===== config.mk =====
export PLATFORM = sky130hd
export DESIGN_NAME = bitmap_span_allocator
export DESIGN_NICKNAME = d
export VERILOG_FILES = /design/src/sv/bsa_pkg.sv /design/src/sv/bsa_divider.sv /design/src/sv/bsa_map.sv /design/src/sv/bitmap_span_allocator.sv
export SDC_FILE = /design/constraint.sdc
export NUM_CORES = 2
export LEC_CHECK = 0
export ABC_CLOCK_PERIOD_IN_PS = 6550
export BUFFER_PORTS_ARGS = -buffer_cell sky130_fd_sc_hd__buf_2
export CAP_MARGIN = 20
export CORE_MARGIN = 5
export CORE_UTILIZATION = 50
export DETAILED_ROUTE_END_ITERATION = 16
export HOLD_SLACK_MARGIN = 0.08
export PLACE_DENSITY_LB_ADDON = 0.15
export SYNTH_ARGS = -nofsm -noshare
export SYNTH_HDL_FRONTEND = slang
export SYNTH_SLANG_ARGS = --single-unit

===== constraint.sdc =====
create_clock -name aclk -period 6.55 [get_ports aclk]
set_input_delay 0.3275 -clock aclk [delete_from_list [all_inputs] [get_ports aclk]]
set_output_delay 0.3275 -clock aclk [all_outputs]
set_load 0.01 [all_outputs]

===== src/sv/bsa_pkg.sv =====
`timescale 1ns / 1ps

package bsa_pkg;

    localparam int MAX_PAGES_DEF   = 8;
    localparam int PAGE_BLOCKS     = 64;
    localparam int PAGES_W         = 4;
    localparam int DIV_STEPS       = 32;

    localparam logic [15:0] BPB_RESET = 16'd4096;
    localparam logic [7:0]  HDR_RESET = 8'd16;
    localparam logic [3:0]  TAG_RESET = 4'd10;

    localparam logic [1:0] REG_BPB = 2'd0;
    localparam logic [1:0] REG_HDR = 2'd1;
    localparam logic [1:0] REG_TAG = 2'd2;

    localparam logic [1:0] STAT_OK      = 2'd0;
    localparam logic [1:0] STAT_NOSPACE = 2'd1;
    localparam logic [1:0] STAT_SPAN    = 2'd2;
    localparam logic [1:0] STAT_CORRUPT = 2'd3;

    typedef enum logic [2:0] {
        ST_IDLE,
        ST_DIV,
        ST_REL,
        ST_SEARCH,
        ST_OUT
    } state_t;

    typedef enum logic [1:0] {
        MOP_NONE,
        MOP_CLAIM,
        MOP_FREE,
        MOP_OPEN
    } map_op_t;

    typedef struct packed {
        map_op_t              op;
        logic [PAGES_W-1:0]   page;
        logic [63:0]          mask;
        logic [5:0]           amt;
    } map_cmd_t;

    // Run of n ones starting at bit 0.
    function automatic logic [63:0] run_mask(input logic [5:0] n);
        return ~({64{1'b1}} << n);
    endfunction

endpackage


===== src/sv/bsa_divider.sv =====
`timescale 1ns / 1ps

module bsa_divider (
    input  logic        aclk,
    input  logic        aresetn,
    input  logic        start,
    input  logic [31:0] dividend,
    input  logic [15:0] divisor,
    output logic        done,
    output logic [31:0] quotient,
    output logic [15:0] remainder
);
    import bsa_pkg::*;

    logic        busy_reg;
    logic        done_reg;
    logic [4:0]  cnt_reg;
    logic [31:0] quot_reg;
    logic [15:0] rem_reg;
    logic [15:0] dvsr_reg;

    logic [16:0] r_shift;
    logic [17:0] diff;
    logic        ge;
    logic [15:0] rem_next;
    logic [31:0] quot_next;

    // One restoring step per cycle: shift in the next dividend bit, try a subtract.
    assign r_shift   = {rem_reg, quot_reg[31]};
    assign diff      = {1'b0, r_shift} - {2'b00, dvsr_reg};
    assign ge        = ~diff[17];
    assign rem_next  = ge ? diff[15:0] : r_shift[15:0];
    assign quot_next = {quot_reg[30:0], ge};

    always_ff @(posedge aclk) begin
        if (!aresetn) begin
            busy_reg <= 1'b0;
            done_reg <= 1'b0;
            cnt_reg  <= '0;
        end else begin
            done_reg <= 1'b0;
            if (start) begin
                busy_reg <= 1'b1;
                cnt_reg  <= '0;
            end else if (busy_reg) begin
                cnt_reg <= cnt_reg + 5'd1;
                if (cnt_reg == 5'(DIV_STEPS - 1)) begin
                    busy_reg <= 1'b0;
                    done_reg <= 1'b1;
                end
            end
        end
    end

    always_ff @(posedge aclk) begin
        if (start) begin
            quot_reg <= dividend;
            rem_reg  <= '0;
            dvsr_reg <= divisor;
        end else if (busy_reg) begin
            quot_reg <= quot_next;
            rem_reg  <= rem_next;
        end
    end

    assign done      = done_reg;
    assign quotient  = quot_reg;
    assign remainder = rem_reg;

endmodule


===== src/sv/bsa_map.sv =====
`timescale 1ns / 1ps

module bsa_map #(
    parameter int MAX_PAGES = bsa_pkg::MAX_PAGES_DEF
) (
    input  logic                       aclk,
    input  logic                       aresetn,
    input  bsa_pkg::map_cmd_t          cmd,
    output logic                       fit,
    output logic [bsa_pkg::PAGES_W-1:0] pages_open
);
    import bsa_pkg::*;

    localparam int IDX_W = (MAX_PAGES > 1) ? $clog2(MAX_PAGES) : 1;

    logic [63:0]        map_reg [MAX_PAGES];
    logic [PAGES_W-1:0] pages_open_reg;
    logic [PAGES_W-1:0] pages_open_next;

    logic [127:0]     shifted;
    logic [63:0]      run_bits;
    logic [63:0]      rd_word;
    logic [IDX_W-1:0] rd_idx;
    logic [IDX_W-1:0] wr_idx;
    logic             wr_en;
    logic [63:0]      map_word_next;

    // Shared shifter: places the run at its start bit; anything past bit 63 spills high.
    assign shifted  = {64'd0, cmd.mask} << cmd.amt;
    assign run_bits = shifted[63:0];

    assign rd_idx  = cmd.page[IDX_W-1:0];
    assign rd_word = (cmd.page < PAGES_W'(MAX_PAGES)) ? map_reg[rd_idx] : '0;

    // A run fits only if it stays inside the page and every covered block is free.
    assign fit = ~(|shifted[127:64]) && ((rd_word & run_bits) == run_bits);

    always_comb begin
        wr_en           = 1'b0;
        wr_idx          = rd_idx;
        map_word_next   = rd_word;
        pages_open_next = pages_open_reg;
        unique case (cmd.op)
            MOP_CLAIM: begin
                wr_en         = fit;
                map_word_next = rd_word & ~run_bits;
            end
            MOP_FREE: begin
                wr_en         = 1'b1;
                map_word_next = rd_word | run_bits;
            end
            MOP_OPEN: begin
                wr_en           = 1'b1;
                wr_idx          = pages_open_reg[IDX_W-1:0];
                map_word_next   = ~cmd.mask;
                pages_open_next = pages_open_reg + PAGES_W'(1);
            end
            default: begin
                wr_en = 1'b0;
            end
        endcase
    end

    always_ff @(posedge aclk) begin
        if (!aresetn) begin
            for (int p = 0; p < MAX_PAGES; p++) begin
                map_reg[p] <= '1;
            end
            pages_open_reg <= PAGES_W'(1);
        end else begin
            if (wr_en) begin
                map_reg[wr_idx] <= map_word_next;
            end
            pages_open_reg <= pages_open_next;
        end
    end

    assign pages_open = pages_open_reg;

    a_open_room: assert property (@(posedge aclk) disable iff (!aresetn)
        cmd.op == MOP_OPEN |-> pages_open_reg < PAGES_W'(MAX_PAGES))
        else $error("page opened with every page already open");

    a_open_range: assert property (@(posedge aclk) disable iff (!aresetn)
        pages_open_reg >= PAGES_W'(1) && pages_open_reg <= PAGES_W'(MAX_PAGES))
        else $error("open page count out of range");

endmodule


===== src/sv/bitmap_span_allocator.sv =====
`timescale 1ns / 1ps

// Channel   Direction  Signals
// config    in         psel penable pwrite paddr pwdata prdata pready (APB-style)
// request   in         s_valid s_ready s_action s_request_bytes s_release_*
// result    out        m_valid m_ready m_status m_grant_* m_byte_offset
//
// A release request is checked and applied in ST_REL, then waits in ST_OUT to load its result.
// An allocate request first runs the bit-serial block-count divide, then tests start
// positions one at a time (up to 64 per open page) on the shared run shifter.
// Synchronous active-low reset frees every block and opens page 0; no sweep is needed.
// One request is in flight at a time; a new request is taken while a result still waits.

module bitmap_span_allocator #(
    parameter int MAX_PAGES = bsa_pkg::MAX_PAGES_DEF
) (
    input  logic        aclk,
    input  logic        aresetn,

    input  logic        psel,
    input  logic        penable,
    input  logic        pwrite,
    input  logic [3:0]  paddr,
    input  logic [31:0] pwdata,
    output logic [31:0] prdata,
    output logic        pready,

    input  logic        s_valid,
    output logic        s_ready,
    input  logic        s_action,
    input  logic [31:0] s_request_bytes,
    input  logic [3:0]  s_release_tag,
    input  logic [5:0]  s_release_blocks,
    input  logic [2:0]  s_release_page,
    input  logic [5:0]  s_release_start,

    output logic        m_valid,
    input  logic        m_ready,
    output logic [1:0]  m_status,
    output logic [2:0]  m_grant_page,
    output logic [5:0]  m_grant_start,
    output logic [5:0]  m_grant_blocks,
    output logic [21:0] m_byte_offset
);
    import bsa_pkg::*;

    // Configuration registers.
    logic [15:0] bpb_reg;
    logic [7:0]  hdr_reg;
    logic [3:0]  ctag_reg;
    logic        cfg_wr;

    // Sequencer.
    state_t      state_reg, state_next;
    logic [3:0]  rel_tag_reg;
    logic [5:0]  rel_blocks_reg;
    logic [2:0]  rel_page_reg;
    logic [5:0]  rel_start_reg;
    logic [63:0] mask_reg, mask_next;
    logic [5:0]  span_reg, span_next;
    logic [PAGES_W-1:0] page_cnt_reg, page_cnt_next;
    logic [5:0]  start_cnt_reg, start_cnt_next;
    logic [1:0]  res_status_reg, res_status_next;
    logic [2:0]  res_page_reg, res_page_next;
    logic [5:0]  res_start_reg, res_start_next;
    logic [5:0]  res_blocks_reg, res_blocks_next;
    logic        out_load;
    logic        accept;

    // Result register.
    logic        m_valid_reg;
    logic [1:0]  m_status_reg;
    logic [2:0]  m_grant_page_reg;
    logic [5:0]  m_grant_start_reg;
    logic [5:0]  m_grant_blocks_reg;
    logic [21:0] m_byte_offset_reg;

    // Divider and map.
    logic        div_start;
    logic        div_done;
    logic [15:0] div_divisor;
    logic [31:0] div_quot;
    logic [15:0] div_rem;
    logic        round_up;
    logic        too_large;
    logic [5:0]  span_calc;

    map_cmd_t           map_cmd;
    logic               map_fit;
    logic [PAGES_W-1:0] pages_open;

    logic [16:0] stride;
    logic [22:0] offset_full;

    // ---------------- configuration port ----------------
    assign pready = 1'b1;
    assign cfg_wr = psel & penable & pwrite;

    always_ff @(posedge aclk) begin
        if (!aresetn) begin
            bpb_reg  <= BPB_RESET;
            hdr_reg  <= HDR_RESET;
            ctag_reg <= TAG_RESET;
        end else if (cfg_wr) begin
            unique case (paddr[3:2])
                REG_BPB: bpb_reg  <= pwdata[15:0];
                REG_HDR: hdr_reg  <= pwdata[7:0];
                REG_TAG: ctag_reg <= pwdata[3:0];
                default: ;
            endcase
        end
    end

    always_comb begin
        unique case (paddr[3:2])
            REG_BPB: prdata = {16'd0, bpb_reg};
            REG_HDR: prdata = {24'd0, hdr_reg};
            REG_TAG: prdata = {28'd0, ctag_reg};
            default: prdata = '0;
        endcase
    end

    // ---------------- shared units ----------------
    assign accept      = s_valid & s_ready;
    assign div_start   = accept & ~s_action;
    // A block size of zero divides as one.
    assign div_divisor = (bpb_reg == 16'd0) ? 16'd1 : bpb_reg;

    bsa_divider u_div (
        .aclk      (aclk),
        .aresetn   (aresetn),
        .start     (div_start),
        .dividend  (s_request_bytes),
        .divisor   (div_divisor),
        .done      (div_done),
        .quotient  (div_quot),
        .remainder (div_rem)
    );

    bsa_map #(
        .MAX_PAGES (MAX_PAGES)
    ) u_map (
        .aclk       (aclk),
        .aresetn    (aresetn),
        .cmd        (map_cmd),
        .fit        (map_fit),
        .pages_open (pages_open)
    );

    // Ceiling of the quotient, and whether it reaches a full page.
    assign round_up  = |div_rem;
    assign too_large = (|div_quot[31:6]) || (div_quot[5:0] == 6'd63 && round_up);
    assign span_calc = div_quot[5:0] + {5'd0, round_up};

    // ---------------- sequencer ----------------
    always_ff @(posedge aclk) begin
        if (!aresetn) begin
            state_reg <= ST_IDLE;
        end else begin
            state_reg <= state_next;
        end
    end

    always_ff @(posedge aclk) begin
        if (accept) begin
            rel_tag_reg    <= s_release_tag;
            rel_blocks_reg <= s_release_blocks;
            rel_page_reg   <= s_release_page;
            rel_start_reg  <= s_release_start;
        end
        mask_reg       <= mask_next;
        span_reg       <= span_next;
        page_cnt_reg   <= page_cnt_next;
        start_cnt_reg  <= start_cnt_next;
        res_status_reg <= res_status_next;
        res_page_reg   <= res_page_next;
        res_start_reg  <= res_start_next;
        res_blocks_reg <= res_blocks_next;
    end

    always_comb begin
        state_next      = state_reg;
        mask_next       = mask_reg;
        span_next       = span_reg;
        page_cnt_next   = page_cnt_reg;
        start_cnt_next  = start_cnt_reg;
        res_status_next = res_status_reg;
        res_page_next   = res_page_reg;
        res_start_next  = res_start_reg;
        res_blocks_next = res_blocks_reg;
        map_cmd         = '{op: MOP_NONE, page: '0, mask: '0, amt: '0};
        out_load        = 1'b0;
        s_ready         = 1'b0;

        unique case (state_reg)
            ST_IDLE: begin
                s_ready = 1'b1;
                if (s_valid) begin
                    state_next = s_action ? ST_REL : ST_DIV;
                end
            end

            ST_REL: begin
                res_page_next   = '0;
                res_start_next  = '0;
                res_blocks_next = '0;
                if (rel_tag_reg != ctag_reg || {1'b0, rel_page_reg} >= pages_open) begin
                    res_status_next = STAT_CORRUPT;
                end else begin
                    res_status_next = STAT_OK;
                    map_cmd.op      = MOP_FREE;
                    map_cmd.page    = {1'b0, rel_page_reg};
                    map_cmd.mask    = run_mask(rel_blocks_reg);
                    map_cmd.amt     = rel_start_reg;
                end
                state_next = ST_OUT;
            end

            ST_DIV: begin
                if (div_done) begin
                    if (too_large) begin
                        res_status_next = STAT_SPAN;
                        res_page_next   = '0;
                        res_start_next  = '0;
                        res_blocks_next = '0;
                        state_next      = ST_OUT;
                    end else begin
                        mask_next      = run_mask(span_calc);
                        span_next      = span_calc;
                        page_cnt_next  = '0;
                        start_cnt_next = '0;
                        state_next     = ST_SEARCH;
                    end
                end
            end

            ST_SEARCH: begin
                if (page_cnt_reg < pages_open) begin
                    // Test one start position; the map claims the run itself on a fit.
                    map_cmd.op   = MOP_CLAIM;
                    map_cmd.page = page_cnt_reg;
                    map_cmd.mask = mask_reg;
                    map_cmd.amt  = start_cnt_reg;
                    if (map_fit) begin
                        res_status_next = STAT_OK;
                        res_page_next   = page_cnt_reg[2:0];
                        res_start_next  = start_cnt_reg;
                        res_blocks_next = span_reg;
                        state_next      = ST_OUT;
                    end else if (start_cnt_reg == 6'(PAGE_BLOCKS - 1)) begin
                        start_cnt_next = '0;
                        page_cnt_next  = page_cnt_reg + PAGES_W'(1);
                    end else begin
                        start_cnt_next = start_cnt_reg + 6'd1;
                    end
                end else begin
                    // No open page fits: open a fresh page if one is left.
                    res_start_next = '0;
                    if (pages_open < PAGES_W'(MAX_PAGES)) begin
                        map_cmd.op      = MOP_OPEN;
                        map_cmd.mask    = mask_reg;
                        res_status_next = STAT_OK;
                        res_page_next   = pages_open[2:0];
                        res_blocks_next = span_reg;
                    end else begin
                        res_status_next = STAT_NOSPACE;
                        res_page_next   = '0;
                        res_blocks_next = '0;
                    end
                    state_next = ST_OUT;
                end
            end

            ST_OUT: begin
                if (!m_valid_reg || m_ready) begin
                    out_load   = 1'b1;
                    state_next = ST_IDLE;
                end
            end

            default: begin
                state_next = ST_IDLE;
            end
        endcase
    end

    // ---------------- result register ----------------
    assign stride      = {1'b0, bpb_reg} + {9'd0, hdr_reg};
    assign offset_full = {17'd0, res_start_reg} * {6'd0, stride};

    always_ff @(posedge aclk) begin
        if (!aresetn) begin
            m_valid_reg <= 1'b0;
        end else if (out_load) begin
            m_valid_reg <= 1'b1;
        end else if (m_ready) begin
            m_valid_reg <= 1'b0;
        end
    end

    always_ff @(posedge aclk) begin
        if (out_load) begin
            m_status_reg       <= res_status_reg;
            m_grant_page_reg   <= res_page_reg;
            m_grant_start_reg  <= res_start_reg;
            m_grant_blocks_reg <= res_blocks_reg;
            m_byte_offset_reg  <= offset_full[21:0];
        end
    end

    assign m_valid        = m_valid_reg;
    assign m_status       = m_status_reg;
    assign m_grant_page   = m_grant_page_reg;
    assign m_grant_start  = m_grant_start_reg;
    assign m_grant_blocks = m_grant_blocks_reg;
    assign m_byte_offset  = m_byte_offset_reg;

    a_accept_dispatch: assert property (@(posedge aclk) disable iff (!aresetn)
        (s_valid && s_ready) |=> (state_reg == ST_DIV || state_reg == ST_REL))
        else $error("accepted request did not start work");

    a_error_zero: assert property (@(posedge aclk) disable iff (!aresetn)
        (m_valid && m_status != STAT_OK) |-> (m_grant_page == 3'd0 && m_grant_start == 6'd0
            && m_grant_blocks == 6'd0 && m_byte_offset == 22'd0))
        else $error("error result carries a grant");

    a_result_load: assert property (@(posedge aclk) disable iff (!aresetn)
        (state_reg == ST_OUT && (!m_valid || m_ready)) |=> (m_valid && state_reg == ST_IDLE))
        else $error("finished result was not presented");

endmodule


== Yosys cells after proc, flatten, opt, wreduce, memory -nomap -nowiden ==
Memory sizes are Yosys's and may differ from the RTL's.
Cells that the tools add are included.
Word-level totals
  register bits: 262
  bits in writable memories: 512
  input bits: 95
  output and inout port bits: 74
  word-level logic and storage cells: 187
  memories kept: 1
Memories
  u_map.map_reg: depth 8, width 64, rd ports 1, clocked after Yosys merged registers in 0, write ports 8, line bsa_map.sv:16  | logic [63:0] map_reg [MAX_PAGES];
Operators by class
  add/sub/neg operators: 7
  $mul: 1
  $lt $le $gt $ge: 4
  eq/ne operators: 23
  shifts and indexed selects: 3
  muxes and demuxes: 74
  bitwise operators: 17
  reduce and logical (&&, ||, !) cells: 28
Operators by type and width (count)
  $mux W64: 4
  $not A64 Y64: 4
  $pmux W64 S3: 1
  $pmux W76 S2: 1
  $and A64 B64 Y64: 2
  $reduce_or A64 Y1: 2
  $shl A64 B6 Y128: 1
  $shl A64 B6 Y64 const A: 2
  $mux W6: 13
  $mux W76: 1
  $eq A64 B64 Y1: 1
  $mux W32: 2
  $or A64 B64 Y64: 1
  $pmux W16 S3: 1
  $mux W3: 13
  $pmux W6 S3: 2
  $reduce_or A26 Y1: 1
  $mux W4: 6
  $mul A6 B17 Y22: 1
  $sub A17 B16 Y18: 1
  $add A16 B8 Y17: 1
  $logic_not A16 Y1: 1
  $mux W16: 1
  $mux W2: 8
  42 further kinds: 86

== Logic depth before layout (Yosys ltp) ==
  depth after elaboration: 15
  gate-level depth with buffers: 29
  gate-level depth less buffers: 29

== Hierarchy ==
Synthesis repeated with hierarchy kept, for this count alone.
Unflattened totals
  cell total of the unflattened synthesis: 4142
  area total of the unflattened synthesis: 46454.6 µm²
Modules (own cells, without submodules)
  bsa_map: instances 1, cells each 2610, area each 30496.7 µm²
  bitmap_span_allocator: instances 1, cells each 1189, area each 12116.6 µm²
  bsa_divider: instances 1, cells each 343, area each 3841.2 µm²

== Worst setup path after synthesis ==
OpenSTA, ideal clock, no wires.
  path kind: register to register
  start: reg u_map.pages_open_reg[2], in the netlist u_map.pages_open[2]
  end: mem u_map.map_reg[0][0], enable pin
  library setup time: 0.398 ns
  data arrival time: 5.788 ns
  data required time: 6.152 ns
  slack: 0.364 ns
  cell stages (with the launch flop): 21
  path buffers: 3
  period minus slack after synthesis: 6.186 ns
  path through: dfxtp_1 -> clkbuf_1 -> inv_1 -> ha_1 -> nand2_1 -> o21a_1 -> buf_2 -> o211ai_4 -> inv_1 -> nor2_1 -> buf_2 -> mux2_2 -> mux4_2 -> a222oi_1 -> nand4_1 -> o41ai_1 -> o2111ai_1 -> a2111oi_1 -> o2111ai_1 -> nor3_2 -> a31o_2
RTL lines
  from (decl): line bsa_map.sv:17  | logic [PAGES_W-1:0] pages_open_reg;
  from (signal assigned): line bsa_map.sv:74  | pages_open_reg <= pages_open_next;
  to (decl): line bsa_map.sv:16

==> flow_summary_export.csv <==
group,metric,value,unit
run_status,status,"finished clean",
die,die-area,103300,um2
synthesis,yosys.area_share.adder,0.04290,
cells_and_area,nets,6153,
timing,period_share,0.9855,
synthesis,synth_edf_count,713,
clock_network,clk-insertion-delay-late,710,ps
die,rows,114,
timing,max_freq,154.9,MHz
clock_network,numCtsBuffers,84,
place,place_area,55570,um2
clock_network,path_clk_slew,60,ps
synthesis,yosysTopAreaCell,"edfxtp_1",
timing,setup_tns,0,ps
timing,worst_pin_slew,1175,ps
setup_path,path_class,"flop to flop",
synthesis,synth-seq-cells,772,
die,chipHeight,321.4,um
cells_and_area,areaGrowthSynthToFinish,22.13,%
timing,fin_ws,95.16,ps
synthesis,yosysWarnings,0,
synthesis,ys.flop_type,"edfxtp_1",
timing,finalClockSkew,67.60,ps
die,ios,169,
synthesis,synth.most_common_cell,"nand2_1",
min_path,hold_path.class,"primary input to flop",
synthesis,seq_area_frac_synth,0.4660,
cells_and_area,drive_above_1_share,0.1951,
synthesis,synth_compound_area_frac,0.2176,
detailed_routing,wirelength,211.7,mm
setup_path,ff2ff_path_depth,22,
cells_and_area,postLayoutCellArea,59210,um2
grt,grt_pass1_vias,44599,
pwr,pwr_density_cell,204.3,nW/um2
timing,fin_crit,6455,ps
detailed_routing,ant_nets,0,
synthesis,synthCells,5340,
setup_path,cp-end-kind,"flop",
min_path,whs_path_depth,5,
cells_and_area,fillCellCount,8084,
cells_and_area,largest_register_ff_count,512,
grt,antenna_found_initial,13,
grt,grt_usage,0.3963,
synthesis,synth_area,48480,um2
synthesis,async_flop_share,0,
detailed_routing,drt_drc_violations_left,0,
setup_path,worstReg2RegEnd,"u_map.map_reg[6][17]$_SDFFCE_PN1P_",
place,gp_congestion,1.076,
pwr,p_leak,20.50,nW
synthesis,yosys.area_share.xor_xnor,0.01030,
pwr,ir_drop,0.2782,mV
clock_network,clk_path_buf_depth,3,
detailed_routing,viasPerCell,6.541,
synthesis,yosys.cell_types.count,96,
min_path,hp-start,"s_valid",
job,maxCapViolations,0,
setup_path,cp-start-kind,"flop",
setup_path,regToRegSetupSlack,100,ps
grt,grt_max_degree,150,
clock_network,cts_tree,"done",
clock_network,clkSinkCount,772,
pwr,power,0.01210,W
timing,slew_violations,0,
grt,grt_pass1_wl,303.6,mm
detailed_routing,via_count,47609,
place,dpl.hpwl,152.9,mm
timing,max_slew_margin,0.2166,
clock_network,cts_root_buf,"clkbuf_16",
synthesis,yosys-top-cells-area,"edfxtp_1 (44%), nand2_1 (6.1%), nor2_1 (5.2%), o21ai_0 (4.1%), clkbuf_1 (2.6%)",
synthesis,ys_top_cells_by_count,"nand2_1 (783), edfxtp_1 (713), nor2_1 (676)",
place,dp_slack,-87.99,ps
synthesis,synth_top_family_by_area,"compound AO/OA/AOI/OAI gates",
setup_path,crit_fanout,24,
synthesis,synthMuxAreaShare,0.02377,
timing,setup_violations,0,
synthesis,avgSynthCellArea,9.078,um2
synthesis,synthSimpleGateAreaFrac,0.1852,
setup_path,cp.required,6890,ps
detailed_routing,drt_pass1_iterations,8,
setup_path,timing.rr.start,"page_cnt_reg[2]$_SDFFCE_PP0P_",
die,core,96420,um2
detailed_routing,routedWlPerCell,29.09,um
die,die_x,321.4,um
place,port_buffers,133,
cells_and_area,layoutNonFillerInstCount,7278,
place,dp_cells,7041,
die,initial_utilization,0.5028,
setup_path,arrival,6790,ps
synthesis,synth_top_area_frac,0.4417,
detailed_routing,drtIter0Drc,6991,
timing,hold_viol,0,
grt,grt_overflow,0,
clock_network,h-tree-depth,3,
min_path,worstHoldEndpoint,"state_reg[0]$_SDFFE_PN0P_",
[worst max-delay path, stage by stage, from the launching register on]
cell and delay, ps:
edfxtp_1 410, ha_1 320, nand2_1 70, o21a_2 280
o21a_2 370, buf_4 250, buf_4 150, a22o_1 360
mux2i_1 180, buf_4 190, o22ai_1 90, a221oi_1 430
buf_4 260, a211oi_1 140, a2111o_1 420, a2111oi_2 570
and4b_1 280, nand4_1 150, buf_4 220, nor3_2 180
buf_12 180, a31o_4 300, buf_12 240
[cell usage in the layout, fill, tap and decap left out, types with 48 or more instances in the layout]
| cell | synthesis | layout |
|---|---|---|
| a31oi_1 | 67 | 67 |
| nand2_1 | 783 | 771 |
| nand3_1 | 160 | 160 |
| buf_12 | 0 | 65 |
| and3_1 | 79 | 78 |
| o22ai_1 | 74 | 73 |
| o211ai_1 | 117 | 117 |
| fa_1 | 62 | 62 |
| a221oi_1 | 49 | 48 |
| dfxtp_1 | 59 | 59 |
| buf_4 | 21 | 711 |
| clkbuf_16 | 0 | 86 |
| o21ai_0 | 395 | 395 |
| nor2b_1 | 55 | 55 |
| nor3_1 | 78 | 73 |
| inv_1 | 122 | 122 |
| buf_2 | 79 | 133 |
| a211oi_1 | 68 | 65 |
| nor2_1 | 676 | 671 |
| ha_1 | 67 | 67 |
| o21ai_1 | 186 | 185 |
| a22oi_1 | 69 | 65 |
| dlygate4sd3_1 | 0 | 69 |
| edfxtp_1 | 713 | 713 |
| and2_1 | 56 | 53 |
| mux2i_1 | 87 | 86 |
| a21oi_1 | 173 | 162 |
[logic make-up after synthesis]
group / after synthesis
adders and majority gates: 129
xor gates and xnor gates: 57
DFF: 772
and+or+nand+nor: 2048
muxes: 108
buffers and inverters: 623
other: 2
AOI/OAI and AO/OA: 1601
[metal layers]
layer	vias to the layer above	track usage	routed length (um)
met3	595	0.07519	22270
met5	-	0	25
met4	4	0.2088	13550
met2	3174	0.6231	94860
li1	20816	-	-
met1	23020	0.5248	81030
[final cells by class]
cell class                 count  area (um2)  area share
clock buffer                 116        2275     0.03842
clock inverter                39       401.6    0.006784
inverter                     128       480.5    0.008115
sequential                   772       22590      0.3816
antenna                        4       10.01   0.0001691
tap                         1276        1597     0.02697
timing repair buffer         983        8051      0.1360
multi-input combinational   3960       23800      0.4020
[where the power goes]
group | leakage (nW) | switching [W] | internal [W]
combinational | 13.4 | 0.00113 | 0.000611
sequential | 5.78 | 0.000120 | 0.00555
clock | 1.29 | 0.00207 | 0.00261
[metrics by stage]
stage          hold slack, ps    util
2_1_floorplan           400.3       -
3_3_place_gp            400.3  0.5760
4_1_cts                 112.1  0.6114
3_5_place_dp            404.5  0.5763
5_1_grt                 173.0  0.6139
6_report                149.5  0.6140
[worst max path at each step]
stage	startpoint	slack (ps)	end
detailed placement	rel_page_reg[1]$_DFFE_PP_	-90	u_map.map_reg[6][11]$_SDFFCE_PN1P_
CTS	rel_page_reg[0]$_DFFE_PP_	7	start_cnt_reg[3]$_SDFFCE_PP0P_
floorplan	u_map.pages_open[2]$_SDFFE_PN0P_	360	u_map.map_reg[0][0]$_SDFFCE_PN1P_
finish	page_cnt_reg[2]$_SDFFCE_PP0P_	100	u_map.map_reg[6][17]$_SDFFCE_PN1P_
global route	bpb_reg[0]$_SDFFE_PN0P_	-10	m_byte_offset[21]$_DFFE_PP_
global placement	rel_page_reg[0]$_DFFE_PP_	-110	start_cnt_reg[1]$_SDFFCE_PP0P_
[what timing repair did]
action | 4_1_cts | 5_1_grt
endpoints found under the setup margin | 412 | 1056
hold buffers | 69 | 0
pin swaps | 0 | 5
buffers inserted | 0 | 5
hold endpoints to repair | 82 | 0
gates resized for setup | 4 | 30
Note: power is estimated with default switching activity, not from simulation.
